==> src/hdl/elhp_pkg.sv <==
// shared types, constants and helper functions of the event log header parser
package elhp_pkg;

   localparam int ELHP_MAX_RESULTS = 4;
   localparam int ELHP_FIFO_DEPTH  = 8;
   localparam int ELHP_HDR_FIELDS  = 7;

   localparam logic [7:0] CH_PIPE      = 8'h7C;
   localparam logic [7:0] CH_BACKSLASH = 8'h5C;
   localparam logic [7:0] CH_EQUAL     = 8'h3D;
   localparam logic [7:0] CH_LOWER_N   = 8'h6E;
   localparam logic [7:0] CH_LOWER_R   = 8'h72;
   localparam logic [7:0] CH_LOWER_T   = 8'h74;
   localparam logic [7:0] CH_LF        = 8'h0A;
   localparam logic [7:0] CH_CR        = 8'h0D;
   localparam logic [7:0] CH_TAB       = 8'h09;
   localparam logic [7:0] CH_SPACE     = 8'h20;
   localparam logic [7:0] CH_PLUS      = 8'h2B;
   localparam logic [7:0] CH_MINUS     = 8'h2D;
   localparam logic [7:0] CH_ZERO      = 8'h30;
   localparam logic [7:0] CH_NINE      = 8'h39;

   localparam logic [7:0] CEF_MAGIC [4] = '{8'h43, 8'h45, 8'h46, 8'h3A};

   localparam logic [2:0] PREFIX_LEN = 3'd4;
   localparam logic [31:0] LIMIT_NEG = 32'h8000_0000;
   localparam logic [31:0] LIMIT_POS = 32'h7FFF_FFFF;

   typedef enum logic [1:0] {
      KIND_DATA      = 2'd0,
      KIND_FIELD_END = 2'd1,
      KIND_STATUS    = 2'd2
   } kind_type;

   typedef enum logic [2:0] {
      ST_OK          = 3'd0,
      ST_EMPTY       = 3'd1,
      ST_BAD_PREFIX  = 3'd2,
      ST_FEW_FIELDS  = 3'd3,
      ST_EMPTY_FIELD = 3'd4,
      ST_BAD_VERSION = 3'd5,
      ST_BAD_SEV     = 3'd6
   } status_type;

   typedef enum logic [1:0] {
      PH_BLANK  = 2'd0,
      PH_SIGN   = 2'd1,
      PH_DIGITS = 2'd2,
      PH_DONE   = 2'd3
   } phase_type;

   typedef struct packed {
      logic       has_byte;
      logic [7:0] byte_value;
      logic       last;
   } item_type;

   typedef struct packed {
      kind_type    kind;
      logic [2:0]  field_index;
      logic [7:0]  data_byte;
      status_type  status;
      logic [31:0] version;
      logic [31:0] severity;
      logic        end_of_run;
   } result_type;

   typedef struct packed {
      logic [2:0]                        count;
      result_type [ELHP_MAX_RESULTS-1:0] items;
   } push_type;

   function automatic result_type make_result(input kind_type kind, input logic [2:0] fi,
                                              input logic [7:0] db, input status_type st,
                                              input logic [31:0] ver,
                                              input logic [31:0] sev);
      result_type r;
      r.kind        = kind;
      r.field_index = fi;
      r.data_byte   = db;
      r.status      = st;
      r.version     = ver;
      r.severity    = sev;
      r.end_of_run  = (kind == KIND_STATUS);
      return r;
   endfunction

   function automatic logic is_blank(input logic [7:0] b);
      return (b == CH_SPACE) || ((b >= CH_TAB) && (b <= CH_CR));
   endfunction

   // returns {known, plain byte}
   function automatic logic [8:0] unescape(input logic [7:0] b);
      logic [8:0] r;
      unique case (b)
         CH_BACKSLASH: r = {1'b1, CH_BACKSLASH};
         CH_PIPE:      r = {1'b1, CH_PIPE};
         CH_EQUAL:     r = {1'b1, CH_EQUAL};
         CH_LOWER_N:   r = {1'b1, CH_LF};
         CH_LOWER_R:   r = {1'b1, CH_CR};
         CH_LOWER_T:   r = {1'b1, CH_TAB};
         default:      r = {1'b0, b};
      endcase
      return r;
   endfunction

   function automatic logic number_ok(input phase_type ph, input logic neg,
                                      input logic [31:0] mag, input logic ovf);
      logic in_range;
      in_range = neg ? (mag <= LIMIT_NEG) : (mag <= LIMIT_POS);
      return ((ph == PH_DIGITS) || (ph == PH_DONE)) && !ovf && in_range;
   endfunction

   function automatic logic [31:0] number_value(input logic neg, input logic [31:0] mag);
      return neg ? (32'd0 - mag) : mag;
   endfunction

endpackage

==> src/hdl/elhp_parse_core.sv <==
// per-byte parse step: line state registers and up to four results per item
module elhp_parse_core
   import elhp_pkg::*;
(
   input  logic     clock,
   input  logic     reset,
   input  logic     enable,
   input  item_type item,
   output push_type push
);

   logic [2:0]  pos_ff, pos_in;
   logic        good_ff, good_in;
   logic        prev_bs_ff, prev_bs_in;
   logic        esc_ff, esc_in;
   logic [2:0]  fnum_ff, fnum_in;
   logic [6:0]  flags_ff, flags_in;
   phase_type   phase_ff, phase_in;
   logic        neg_ff, neg_in;
   logic [31:0] mag_ff, mag_in;
   logic        ovf_ff, ovf_in;
   logic [31:0] vval_ff, vval_in;
   logic        vbad_ff, vbad_in;

   always_comb begin
      logic [7:0]  b;
      logic [2:0]  fn;
      logic [2:0]  n;
      logic [2:0]  fi;
      logic [3:0]  d;
      logic        dig;
      logic        found;
      logic [8:0]  unesc;
      logic [35:0] m;
      status_type  st;
      logic [31:0] ver;
      logic [31:0] sev;
      result_type [ELHP_MAX_RESULTS-1:0] res;

      pos_in     = pos_ff;
      good_in    = good_ff;
      prev_bs_in = prev_bs_ff;
      esc_in     = esc_ff;
      fnum_in    = fnum_ff;
      flags_in   = flags_ff;
      phase_in   = phase_ff;
      neg_in     = neg_ff;
      mag_in     = mag_ff;
      ovf_in     = ovf_ff;
      vval_in    = vval_ff;
      vbad_in    = vbad_ff;
      res        = '0;
      n          = 3'd0;
      b          = item.byte_value;
      fn         = fnum_ff;
      fi         = 3'd0;
      found      = 1'b0;
      st         = ST_OK;
      ver        = 32'd0;
      sev        = 32'd0;
      m          = 36'd0;
      dig        = (b >= CH_ZERO) && (b <= CH_NINE);
      d          = 4'(b - CH_ZERO);
      unesc      = unescape(b);

      if (enable && item.has_byte) begin
         if (pos_ff < PREFIX_LEN) begin
            if (b != CEF_MAGIC[pos_ff[1:0]]) begin
               good_in = 1'b0;
            end
            pos_in = pos_ff + 3'd1;
         end else if (good_ff) begin
            if ((fn < 3'd7) && (b == CH_PIPE) && !prev_bs_ff) begin
               res[n[1:0]] = make_result(KIND_FIELD_END, fn, 8'd0, ST_OK, 32'd0, 32'd0);
               n = n + 3'd1;
               if (fn == 3'd0) begin
                  vbad_in = !number_ok(phase_ff, neg_ff, mag_ff, ovf_ff);
                  vval_in = number_value(neg_ff, mag_ff);
               end
               fnum_in = fn + 3'd1;
               if (fnum_in == 3'd6) begin
                  phase_in = PH_BLANK;
                  neg_in   = 1'b0;
                  mag_in   = 32'd0;
                  ovf_in   = 1'b0;
               end
               prev_bs_in = 1'b0;
               esc_in     = 1'b0;
            end else begin
               if (fn < 3'd7) begin
                  flags_in[fn] = 1'b1;
               end
               if ((fn >= 3'd1) && (fn <= 3'd5)) begin
                  if (esc_ff) begin
                     esc_in = 1'b0;
                     if (unesc[8]) begin
                        res[n[1:0]] = make_result(KIND_DATA, fn, unesc[7:0], ST_OK,
                                                  32'd0, 32'd0);
                        n = n + 3'd1;
                     end else begin
                        res[n[1:0]] = make_result(KIND_DATA, fn, CH_BACKSLASH, ST_OK,
                                                  32'd0, 32'd0);
                        n = n + 3'd1;
                        res[n[1:0]] = make_result(KIND_DATA, fn, b, ST_OK, 32'd0, 32'd0);
                        n = n + 3'd1;
                     end
                  end else if (b == CH_BACKSLASH) begin
                     esc_in = 1'b1;
                  end else begin
                     res[n[1:0]] = make_result(KIND_DATA, fn, b, ST_OK, 32'd0, 32'd0);
                     n = n + 3'd1;
                  end
               end else begin
                  res[n[1:0]] = make_result(KIND_DATA, fn, b, ST_OK, 32'd0, 32'd0);
                  n = n + 3'd1;
                  // decimal conversion of version and severity
                  if ((fn == 3'd0) || (fn == 3'd6)) begin
                     unique case (phase_ff)
                        PH_BLANK: begin
                           if (is_blank(b)) begin
                              phase_in = PH_BLANK;
                           end else if ((b == CH_PLUS) || (b == CH_MINUS)) begin
                              neg_in   = (b == CH_MINUS);
                              phase_in = PH_SIGN;
                           end else if (dig) begin
                              mag_in   = 32'(d);
                              phase_in = PH_DIGITS;
                           end else begin
                              ovf_in   = 1'b1;
                              phase_in = PH_DONE;
                           end
                        end
                        PH_SIGN: begin
                           if (dig) begin
                              mag_in   = 32'(d);
                              phase_in = PH_DIGITS;
                           end else begin
                              ovf_in   = 1'b1;
                              phase_in = PH_DONE;
                           end
                        end
                        PH_DIGITS: begin
                           if (!dig) begin
                              phase_in = PH_DONE;
                           end else if (!ovf_ff) begin
                              m = ({4'd0, mag_ff} << 3) + ({4'd0, mag_ff} << 1) + 36'(d);
                              if (m > 36'(LIMIT_NEG)) begin
                                 ovf_in = 1'b1;
                              end else begin
                                 mag_in = m[31:0];
                              end
                           end
                        end
                        PH_DONE: begin
                           phase_in = PH_DONE;
                        end
                        default: begin
                           phase_in = PH_DONE;
                        end
                     endcase
                  end
               end
               prev_bs_in = (b == CH_BACKSLASH);
            end
         end
      end

      if (enable && item.last) begin
         fn = fnum_in;
         if (pos_in == 3'd0) begin
            st = ST_EMPTY;
         end else if ((pos_in < PREFIX_LEN) || !good_in) begin
            st = ST_BAD_PREFIX;
         end else begin
            if (esc_in && (fn >= 3'd1) && (fn <= 3'd5)) begin
               res[n[1:0]] = make_result(KIND_DATA, fn, CH_BACKSLASH, ST_OK, 32'd0, 32'd0);
               n = n + 3'd1;
            end
            res[n[1:0]] = make_result(KIND_FIELD_END, fn, 8'd0, ST_OK, 32'd0, 32'd0);
            n = n + 3'd1;
            if (fn < 3'd6) begin
               st = ST_FEW_FIELDS;
            end else begin
               for (int i = 0; i < ELHP_HDR_FIELDS; i++) begin
                  if (!found && !flags_in[i]) begin
                     found = 1'b1;
                     fi    = 3'(i);
                     st    = ST_EMPTY_FIELD;
                  end
               end
               if ((st == ST_OK) && vbad_in) begin
                  st = ST_BAD_VERSION;
               end
               if ((st == ST_OK) && !number_ok(phase_in, neg_in, mag_in, ovf_in)) begin
                  st = ST_BAD_SEV;
               end
               if (st == ST_OK) begin
                  ver = vval_in;
                  sev = number_value(neg_in, mag_in);
               end
            end
         end
         res[n[1:0]] = make_result(KIND_STATUS, fi, 8'd0, st, ver, sev);
         n = n + 3'd1;
         // back to the reset state for the next line
         pos_in     = 3'd0;
         good_in    = 1'b1;
         prev_bs_in = 1'b0;
         esc_in     = 1'b0;
         fnum_in    = 3'd0;
         flags_in   = 7'd0;
         phase_in   = PH_BLANK;
         neg_in     = 1'b0;
         mag_in     = 32'd0;
         ovf_in     = 1'b0;
         vval_in    = 32'd0;
         vbad_in    = 1'b0;
      end

      push.count = n;
      push.items = res;
   end

   always_ff @(posedge clock) begin
      if (reset) begin
         pos_ff     <= 3'd0;
         good_ff    <= 1'b1;
         prev_bs_ff <= 1'b0;
         esc_ff     <= 1'b0;
         fnum_ff    <= 3'd0;
         flags_ff   <= 7'd0;
         phase_ff   <= PH_BLANK;
         neg_ff     <= 1'b0;
         mag_ff     <= 32'd0;
         ovf_ff     <= 1'b0;
         vval_ff    <= 32'd0;
         vbad_ff    <= 1'b0;
      end else begin
         pos_ff     <= pos_in;
         good_ff    <= good_in;
         prev_bs_ff <= prev_bs_in;
         esc_ff     <= esc_in;
         fnum_ff    <= fnum_in;
         flags_ff   <= flags_in;
         phase_ff   <= phase_in;
         neg_ff     <= neg_in;
         mag_ff     <= mag_in;
         ovf_ff     <= ovf_in;
         vval_ff    <= vval_in;
         vbad_ff    <= vbad_in;
      end
   end

endmodule

==> src/hdl/elhp_result_fifo.sv <==
// result queue: up to four entries written per cycle, one read per cycle
module elhp_result_fifo
   import elhp_pkg::*;
#(
   parameter int FIFO_DEPTH = ELHP_FIFO_DEPTH
) (
   input  logic                           clock,
   input  logic                           reset,
   input  push_type                       push,
   input  logic                           pop,
   output logic                           head_valid,
   output result_type                     head,
   output logic                           room,
   output logic [$clog2(FIFO_DEPTH+1)-1:0] level
);

   localparam int PTR_W = $clog2(FIFO_DEPTH);
   localparam int CNT_W = $clog2(FIFO_DEPTH + 1);

   result_type       mem_ff [FIFO_DEPTH];
   logic [PTR_W-1:0] wr_ptr_ff, wr_ptr_in;
   logic [PTR_W-1:0] rd_ptr_ff, rd_ptr_in;
   logic [CNT_W-1:0] count_ff, count_in;
   logic             do_pop;

   assign head_valid = (count_ff != '0);
   assign head       = mem_ff[rd_ptr_ff];
   assign room       = (count_ff <= CNT_W'(FIFO_DEPTH - ELHP_MAX_RESULTS));
   assign level      = count_ff;
   assign do_pop     = pop && head_valid;

   always_comb begin
      wr_ptr_in = wr_ptr_ff + PTR_W'(push.count);
      rd_ptr_in = rd_ptr_ff + PTR_W'(do_pop);
      count_in  = count_ff + CNT_W'(push.count) - CNT_W'(do_pop);
   end

   always_ff @(posedge clock) begin
      for (int i = 0; i < ELHP_MAX_RESULTS; i++) begin
         if (3'(i) < push.count) begin
            mem_ff[wr_ptr_ff + PTR_W'(i)] <= push.items[i];
         end
      end
   end

   always_ff @(posedge clock) begin
      if (reset) begin
         wr_ptr_ff <= '0;
         rd_ptr_ff <= '0;
         count_ff  <= '0;
      end else begin
         wr_ptr_ff <= wr_ptr_in;
         rd_ptr_ff <= rd_ptr_in;
         count_ff  <= count_in;
      end
   end

endmodule

==> src/hdl/event_log_header_parser_top.sv <==
// top level of the event log header parser: input register, parse step, result queue
//
// usage
// - req channel: one byte of a CEF event line per transfer (req_has_byte, req_byte_value)
//   with req_last on the final byte; req_has_byte low with req_last closes an empty line
// - rsp channel: data bytes tagged with their header field, one field-end per field, and a
//   closing status transfer (rsp_end_of_run high) carrying version and severity
// - each input transfer yields zero to four result transfers
// - an accepted byte is held in the input register until the queue has room, is parsed
//   into the result queue, and its first result is shown from there
// - throughput: one input per cycle while the queue has room, one result per cycle
//   while rsp_ready is high; a line runs at one byte per cycle bar escapes and line ends
// - the result queue (FIFO_DEPTH entries, a power of two, at least four) sets the
//   slack; a new byte is parsed only while four free entries remain
// - receiver stall: results wait in the queue, the input register holds its byte and
//   req_ready drops once the register is full and the queue lacks room
// - reset: synchronous, clears the line state, the queue and the input register's valid
//   flag; the block is ready once reset is released
module event_log_header_parser_top
   import elhp_pkg::*;
#(
   parameter int FIFO_DEPTH = ELHP_FIFO_DEPTH
) (
   input  logic               clock,
   input  logic               reset,
   input  logic               req_valid,
   output logic               req_ready,
   input  logic               req_has_byte,
   input  logic [7:0]         req_byte_value,
   input  logic               req_last,
   output logic               rsp_valid,
   input  logic               rsp_ready,
   output logic [1:0]         rsp_kind,
   output logic [2:0]         rsp_field_index,
   output logic [7:0]         rsp_data_byte,
   output logic [2:0]         rsp_status,
   output logic signed [31:0] rsp_version,
   output logic signed [31:0] rsp_severity,
   output logic               rsp_end_of_run
);

   localparam int CNT_W = $clog2(FIFO_DEPTH + 1);

   // input register
   logic             in_valid_ff, in_valid_in;
   item_type         item_ff, item_in;
   logic             req_xfer;
   logic             process;

   // parse step into queue
   push_type         push;
   result_type       head;
   logic             room;
   logic [CNT_W-1:0] level;

   assign req_xfer  = req_valid && req_ready;
   // the held byte is parsed as soon as the queue has room for its worst case
   assign process   = in_valid_ff && room;
   assign req_ready = !in_valid_ff || room;

   always_comb begin
      item_in     = item_ff;
      in_valid_in = in_valid_ff;
      if (req_xfer) begin
         item_in.has_byte   = req_has_byte;
         item_in.byte_value = req_byte_value;
         item_in.last       = req_last;
         in_valid_in        = 1'b1;
      end else if (process) begin
         in_valid_in = 1'b0;
      end
   end

   always_ff @(posedge clock) begin
      item_ff <= item_in;
   end

   always_ff @(posedge clock) begin
      if (reset) begin
         in_valid_ff <= 1'b0;
      end else begin
         in_valid_ff <= in_valid_in;
      end
   end

   elhp_parse_core u_core (
      .clock  (clock),
      .reset  (reset),
      .enable (process),
      .item   (item_ff),
      .push   (push)
   );

   elhp_result_fifo #(
      .FIFO_DEPTH (FIFO_DEPTH)
   ) u_fifo (
      .clock      (clock),
      .reset      (reset),
      .push       (push),
      .pop        (rsp_ready),
      .head_valid (rsp_valid),
      .head       (head),
      .room       (room),
      .level      (level)
   );

   // result fields straight from the queue head
   assign rsp_kind        = head.kind;
   assign rsp_field_index = head.field_index;
   assign rsp_data_byte   = head.data_byte;
   assign rsp_status      = head.status;
   assign rsp_version     = $signed(head.version);
   assign rsp_severity    = $signed(head.severity);
   assign rsp_end_of_run  = head.end_of_run;

   // queue never holds more than its depth
   a_level_bound: assert property (@(posedge clock) disable iff (reset)
      level <= CNT_W'(FIFO_DEPTH))
      else $error("result queue over depth");

   // the closing marker rides only on a status transfer
   a_eor_status: assert property (@(posedge clock) disable iff (reset)
      rsp_valid && rsp_end_of_run |-> rsp_kind == KIND_STATUS)
      else $error("end of run on non-status result");

   // data and field-end transfers carry no status or numbers
   a_non_status_clean: assert property (@(posedge clock) disable iff (reset)
      rsp_valid && rsp_kind != KIND_STATUS |->
         rsp_status == ST_OK && rsp_version == 0 && rsp_severity == 0)
      else $error("payload leak into non-status result");

   // nothing is shown right after reset is released
   a_reset_empty: assert property (@(posedge clock)
      $fell(reset) |-> !rsp_valid)
      else $error("result shown right after reset");

endmodule
==> config.mk <==
export PLATFORM = sky130hd
export DESIGN_NAME = event_log_header_parser_top
export DESIGN_NICKNAME = d
export VERILOG_FILES = /design/src/hdl/elhp_pkg.sv /design/src/hdl/elhp_parse_core.sv /design/src/hdl/elhp_result_fifo.sv /design/src/hdl/event_log_header_parser_top.sv
export SDC_FILE = /design/constraint.sdc
export NUM_CORES = 1
export LEC_CHECK = 0
export BUFFER_PORTS_ARGS = -buffer_cell sky130_fd_sc_hd__buf_2
export CAP_MARGIN = 20
export CELL_PAD_IN_SITES_DETAIL_PLACEMENT = 1
export CELL_PAD_IN_SITES_GLOBAL_PLACEMENT = 2
export CORE_UTILIZATION = 44
export DETAILED_ROUTE_END_ITERATION = 7
export PLACE_DENSITY = 0.9
export SYNTH_ARGS = -nofsm -noshare
export SYNTH_HDL_FRONTEND = slang
export SYNTH_SLANG_ARGS = --single-unit
==> constraint.sdc <==
create_clock -name clock -period 10.1 [get_ports clock]
set_input_delay 2.525 -clock clock [delete_from_list [all_inputs] [get_ports clock]]
set_output_delay 2.525 -clock clock [all_outputs]
set_load 0.02 [all_outputs]
Word level (Yosys, flattened, before mapping)
Memory sizes are Yosys's and may differ from the RTL's. A register that Yosys moved wholly into a read port is not among the register bits.
Cells that the tools add are included.

word-level totals
  input port bits = 14
  bits in writable memories = 648
  memories kept = 1
  register bits after elaboration = 106
  word-level logic and storage cells = 375
  output and inout bits = 83

cells by class
  add/sub/neg operators = 17
  equality and inequality tests = 17
  bitwise gates (word level) = 3
  muxes and demuxes = 223
  order comparisons = 31
  reduce and logical (&&, ||, !) cells = 64

memories
  memory         words  width  read ports  clocked after memory_dff  write ports  RTL line                RTL
  u_fifo.mem_ff  8      81     1           1                         4            elhp_result_fifo.sv:20  result_type mem_ff [FIFO_DEPTH];

operators with widths
  cell                                                                      number
  324-bit 2-to-1 mux                                                        8
  324-bit bitwise mux                                                       3
  32-bit 2-to-1 mux                                                         30
  81-bit demux with 2-bit select                                            3
  162-bit 2-to-1 mux                                                        3
  79-bit 2-to-1 mux                                                         6
  81-bit 2-to-1 mux                                                         5
  3-bit 2-to-1 mux                                                          53
  32-bit case mux with 3 select lines                                       1
  1-bit 2-to-1 mux                                                          85
  76-bit 2-to-1 mux                                                         1
  32-bit by 31-bit <= comparator with 1-bit output (second input constant)  2
  32-bit <= comparator (second input constant)                              2
  1-bit by 32-bit subtractor with 32-bit output (first input constant)      2
  9-bit case mux with 6 select lines                                        1
  8-bit by 7-bit equality test with 1-bit output (second input constant)    5
  35-bit by 33-bit adder with 36-bit output                                 1
  36-bit by 4-bit adder with 36-bit output                                  1
  36-bit by 32-bit > comparator with 1-bit output (second input constant)   1
  7-bit 2-to-1 mux                                                          5
  8-bit by 6-bit equality test with 1-bit output (second input constant)    4
  1-bit logical AND                                                         28
  2-bit 2-to-1 mux                                                          13
  1-bit logical NOT                                                         19
  other kinds (40)                                                          73

Logic depth before layout (Yosys ltp)
  depth after elaboration = 79
  mapped depth = 28
  depth with buffers taken out = 25

By module
Synthesis repeated with hierarchy kept, for this count alone.

unflattened totals
  cells, all modules = 6,050
  area, all modules = 52,455.3 um^2

modules (own cells, without submodules)
  module                       cells an instance  sequential area each (um^2)  instances  area each (um^2)
  elhp_result_fifo             4,333              19,658.9                     1          40,794.1
  elhp_parse_core              1,701              1,701.6                      1          11,298.3
  event_log_header_parser_top  16                 320.3                        1          362.8

Worst setup path after synthesis
Ideal clock, no wire load.

  kind = register to register
  start = register item_ff[2] (netlist name)
  end = memory u_fifo.mem_ff[6][0] (netlist name) (enable)
  cell stages (with the launch flop) = 22
  arrival = 6.763 ns
  path buffers = 4
  setup time = 0.991 ns
  setup slack = 2.347 ns
  clock period less this slack = 7.753 ns
  required time = 9.109 ns
  cell sequence = edfxtp_1 clkbuf_1 and3b_1 clkbuf_1 nand4_1 nor3_1 mux2i_1 nor2_1 nor2_1 xnor2_1 inv_1 ha_1 and2_1 ha_1 inv_1 o21ai_0 nor2_1 nor2_1 nand3_1 clkbuf_1 clkbuf_1 nand3b_1

RTL lines
  element                 RTL line                           RTL
  start, declared         event_log_header_parser_top.sv:46  item_type item_ff, item_in;
  start signal, assigned  event_log_header_parser_top.sv:75  item_ff <= item_in;
  end, declared           elhp_result_fifo.sv:20

==> impl_metrics.env <==
export IMPL_dp_hpwl_um=86000
export IMPL_ys_flop_type="edfxtp_1"
export IMPL_p_per_area_mw_per_mm2=176
export IMPL_start_util_pct=44.5
export IMPL_ant_nets=0
export IMPL_cts_setup_buffers=0
export IMPL_required_ps=10450
export IMPL_finalInstanceArea_mm2=0.0443
export IMPL_cts_tree="yes"
export IMPL_syn_inst=3426
export IMPL_antenna_found_initial=3
export IMPL_worstSetupStartpointType="flip-flop"
export IMPL_fin_nets=3567
export IMPL_fin_setup_tns_ps=0
export IMPL_ys_warn_count=0
export IMPL_synthTopCellsByArea="edfxtp_1, mux4_2, nor2_1"
export IMPL_startpoint="item_ff[2]"
export IMPL_clk_path_buf_depth=3
export IMPL_outcome="finished clean"
export IMPL_rr_worst_depth=22
export IMPL_critPathKind="flip-flop to flip-flop"
export IMPL_place_area_mm2=0.0417
export IMPL_core_mm2=0.0903
export IMPL_relSlewSlack_pct=20.7
export IMPL_htree_levels=3
export IMPL_drive_above_1_share_pct=19.5
export IMPL_min_from="u_core.flags_ff[6]"
export IMPL_cts_resized=0
export IMPL_reg2reg_setup_slack_ps=990
export IMPL_dp_cells=4545
export IMPL_synth_edff_count=650
export IMPL_synth_most_common_cell="nor2_1"
export IMPL_pin_count=97
export IMPL_final_setup_worst_slack_ps=994
export IMPL_r2r_end="u_fifo.mem_ff[4][14]"
export IMPL_synth_seq_area_share_pct=53.3
export IMPL_num_vias=29400
export IMPL_fin_worst_skew_ps=18.6
export IMPL_syn_nets=3540
export IMPL_avgSynthCellArea_um2=11.7
export IMPL_p_seq_share_pct=44.2
export IMPL_cts_made_buffers=81
export IMPL_synth_area_leader_cell="edfxtp_1"
export IMPL_maxCapViolCount=0
export IMPL_synth_seq_cells=746
export IMPL_min_period_ps=9110
export IMPL_power_frac_comb_pct=17.7
export IMPL_synth_top_cells_by_count="nor2_1, edfxtp_1, nand2_1"
export IMPL_yosysTopAreaCellShare_pct=48.5
export IMPL_ctsHoldBuffers=0
export IMPL_viasPerCell=6.27
export IMPL_final_setup_viol_count=0
export IMPL_grt_first_pass_wirelength_um=197000
export IMPL_max_clock_freq_mhz=110
export IMPL_p_clk_share_pct=38.1
export IMPL_p_sw_mw=2.11
export IMPL_wl_per_cell_um=28.0
export IMPL_ir_drop_v=0.000160
export IMPL_rsz0062_at_grt="no"
export IMPL_clock_latency_ps=640
export IMPL_final_hold_violation_count=0
export IMPL_dpl_worst_slack_ps=1210
export IMPL_synthArstFlopShare_pct=0
export IMPL_min_path_type="flip-flop to flip-flop"
export IMPL_numPortBuffers=96
export IMPL_end_kind="flip-flop"
export IMPL_num_rows=110
export IMPL_first_pass_iters=5
export IMPL_swShare_pct=27.0
export IMPL_drc=0
export IMPL_cts_root_buffer="clkbuf_16"
export IMPL_die_h_um=304
export IMPL_arrival_ps=9450
export IMPL_r2r_start="item_ff[2]"
export IMPL_gp_congestion=0.930
export IMPL_first_iter_violations=2700
export IMPL_path_clk_slew_ps=60
export IMPL_p_int_mw=5.68
export IMPL_syn_area_mm2=0.0402
export IMPL_synth_cell_type_count=97
export IMPL_fin_crit_sh_pct=90.2
export IMPL_leakagePower_nw=15.1
export IMPL_grtUsageTotal_pct=28.1
export IMPL_worst_pin_slew_ps=1180
export IMPL_drt_total_wl_um=131000
export IMPL_slew_viol_final=0
export IMPL_final_cell_count_no_fill=4694
export IMPL_grt_overflow=0
export IMPL_hold_path_depth=2
export IMPL_clock_sinks=746
export IMPL_path_max_fanout=41
export IMPL_grt_max_degree=143
export IMPL_grt_pass1_vias=30800
export IMPL_min_to="u_core.flags_ff[6]"
export IMPL_syn2layout_area_growth_pct=10.2
export IMPL_die_w_um=304
export IMPL_dieArea_mm2=0.0926
## state kept, by name, indices dropped and copies added (netlist names), 2 cells and up
| register | cells |
|---|---|
| u_core.mag_ff | 32 |
| u_core.fnum_ff | 3 |
| u_core.phase_ff | 2 |
| u_core.flags_ff | 7 |
| item_ff | 10 |
| u_fifo.mem_ff | 640 |
| u_core.vval_ff | 32 |
| u_fifo.level | 4 |
| u_fifo.wr_ptr_ff | 3 |
| u_fifo.rd_ptr_ff | 3 |
| u_core.pos_ff | 3 |
## cell families after synthesis
kind of cell / after synthesis / share of synthesized area (%)
flip-flops: 746 / 53.3
adder cells (fa/ha/maj): 100 / 3.19
AO/OA/AOI/OAI: 605 / 9.81
XOR/XNOR: 94 / 2.07
multiplexers: 334 / 13.6
buffers and inverters: 276 / 3.38
AND/OR/NAND/NOR: 1271 / 14.7
## power by group through the flow
stage	clock network (mW)	registers [mW]	logic, mW
after floorplan	0	3.45	1.03
final	2.96	3.45	1.38
after CTS	2.99	3.45	1.39
after global placement	0	3.51	1.37
after detailed placement	0	3.51	1.38
after global routing	3.09	3.46	1.46
## layout by cell type (no fill, tap or decap), drive strengths merged, types with 35 or more instances in the layout
master	count
mux4	160
buf	158
dfxtp	96
a21oi	140
mux2	95
mux2i	79
o211ai	35
edfxtp	650
nand3	53
nor2	789
xor2	60
inv	64
nand2	187
clkbuf	115
o21ai	170
ha	96
## routing by layer
layer  global-route usage, %  vias up  part of all wire (%)
li1                        -    12900                     -
met1                    38.1    15200                    42
met2                    47.4     1164                    49
met3                    3.47      221                   6.1
met4                    8.23        4                   2.7
met5                       0        -                 0.021
## how the worst max path moves through the flow
| stage | cells past startpoint | slack, ps | end |
|---|---|---|---|
| 2_1_floorplan | 21 | 2350 | u_fifo.mem_ff[6][0] |
| 3_3_place_gp | 23 | 1760 | u_fifo.mem_ff[4][24] |
| 3_5_place_dp | 22 | 1210 | u_fifo.mem_ff[4][32] |
| 4_1_cts | 22 | 1150 | u_fifo.mem_ff[4][32] |
| 5_1_grt | 22 | 430 | u_fifo.mem_ff[4][14] |
| 6_report | 22 | 990 | u_fifo.mem_ff[4][14] |
## worst max-delay path, cell delays in order (launching register included)
cell and delay, ps:
edfxtp_1 670, and3b_1 420, nand4_1 220, nor3_1 630, mux2i_1 620, nor2_1 240
nor2_1 480, xnor2_1 250, inv_1 110, ha_1 290, and2_1 170, ha_1 480
xnor2_1 140, nor2_1 400, nor2_1 240, nor2_1 280, nand2_1 670, mux2_2 530
a31oi_1 550, nor2_1 160, nand4_4 610, buf_4 490, nor2_1 110
## final cells by class
type	count	area, µm²
tap	1176	1470
sequential	746	21500
antenna	1	2.50
clock inverter	32	263
clock buffer	115	2360
timing repair buffer	158	1020
inverter	62	233
multi-input combinational	2404	17500
fill	9389	46000
## through the flow
| stage | total power [mW] | util [%] | hold WS (ps) |
|---|---|---|---|
| finish | 7.79 | 49.1 | 517 |
| global route | 8.00 | 49.1 | 536 |
| CTS | 7.83 | 49.1 | 512 |
| detailed placement | 4.90 | 46.2 | 500 |
| global placement | 4.88 | 46.2 | 480 |
| floorplan | 4.48 | - | 456 |
(Power assumes the default switching activity.)
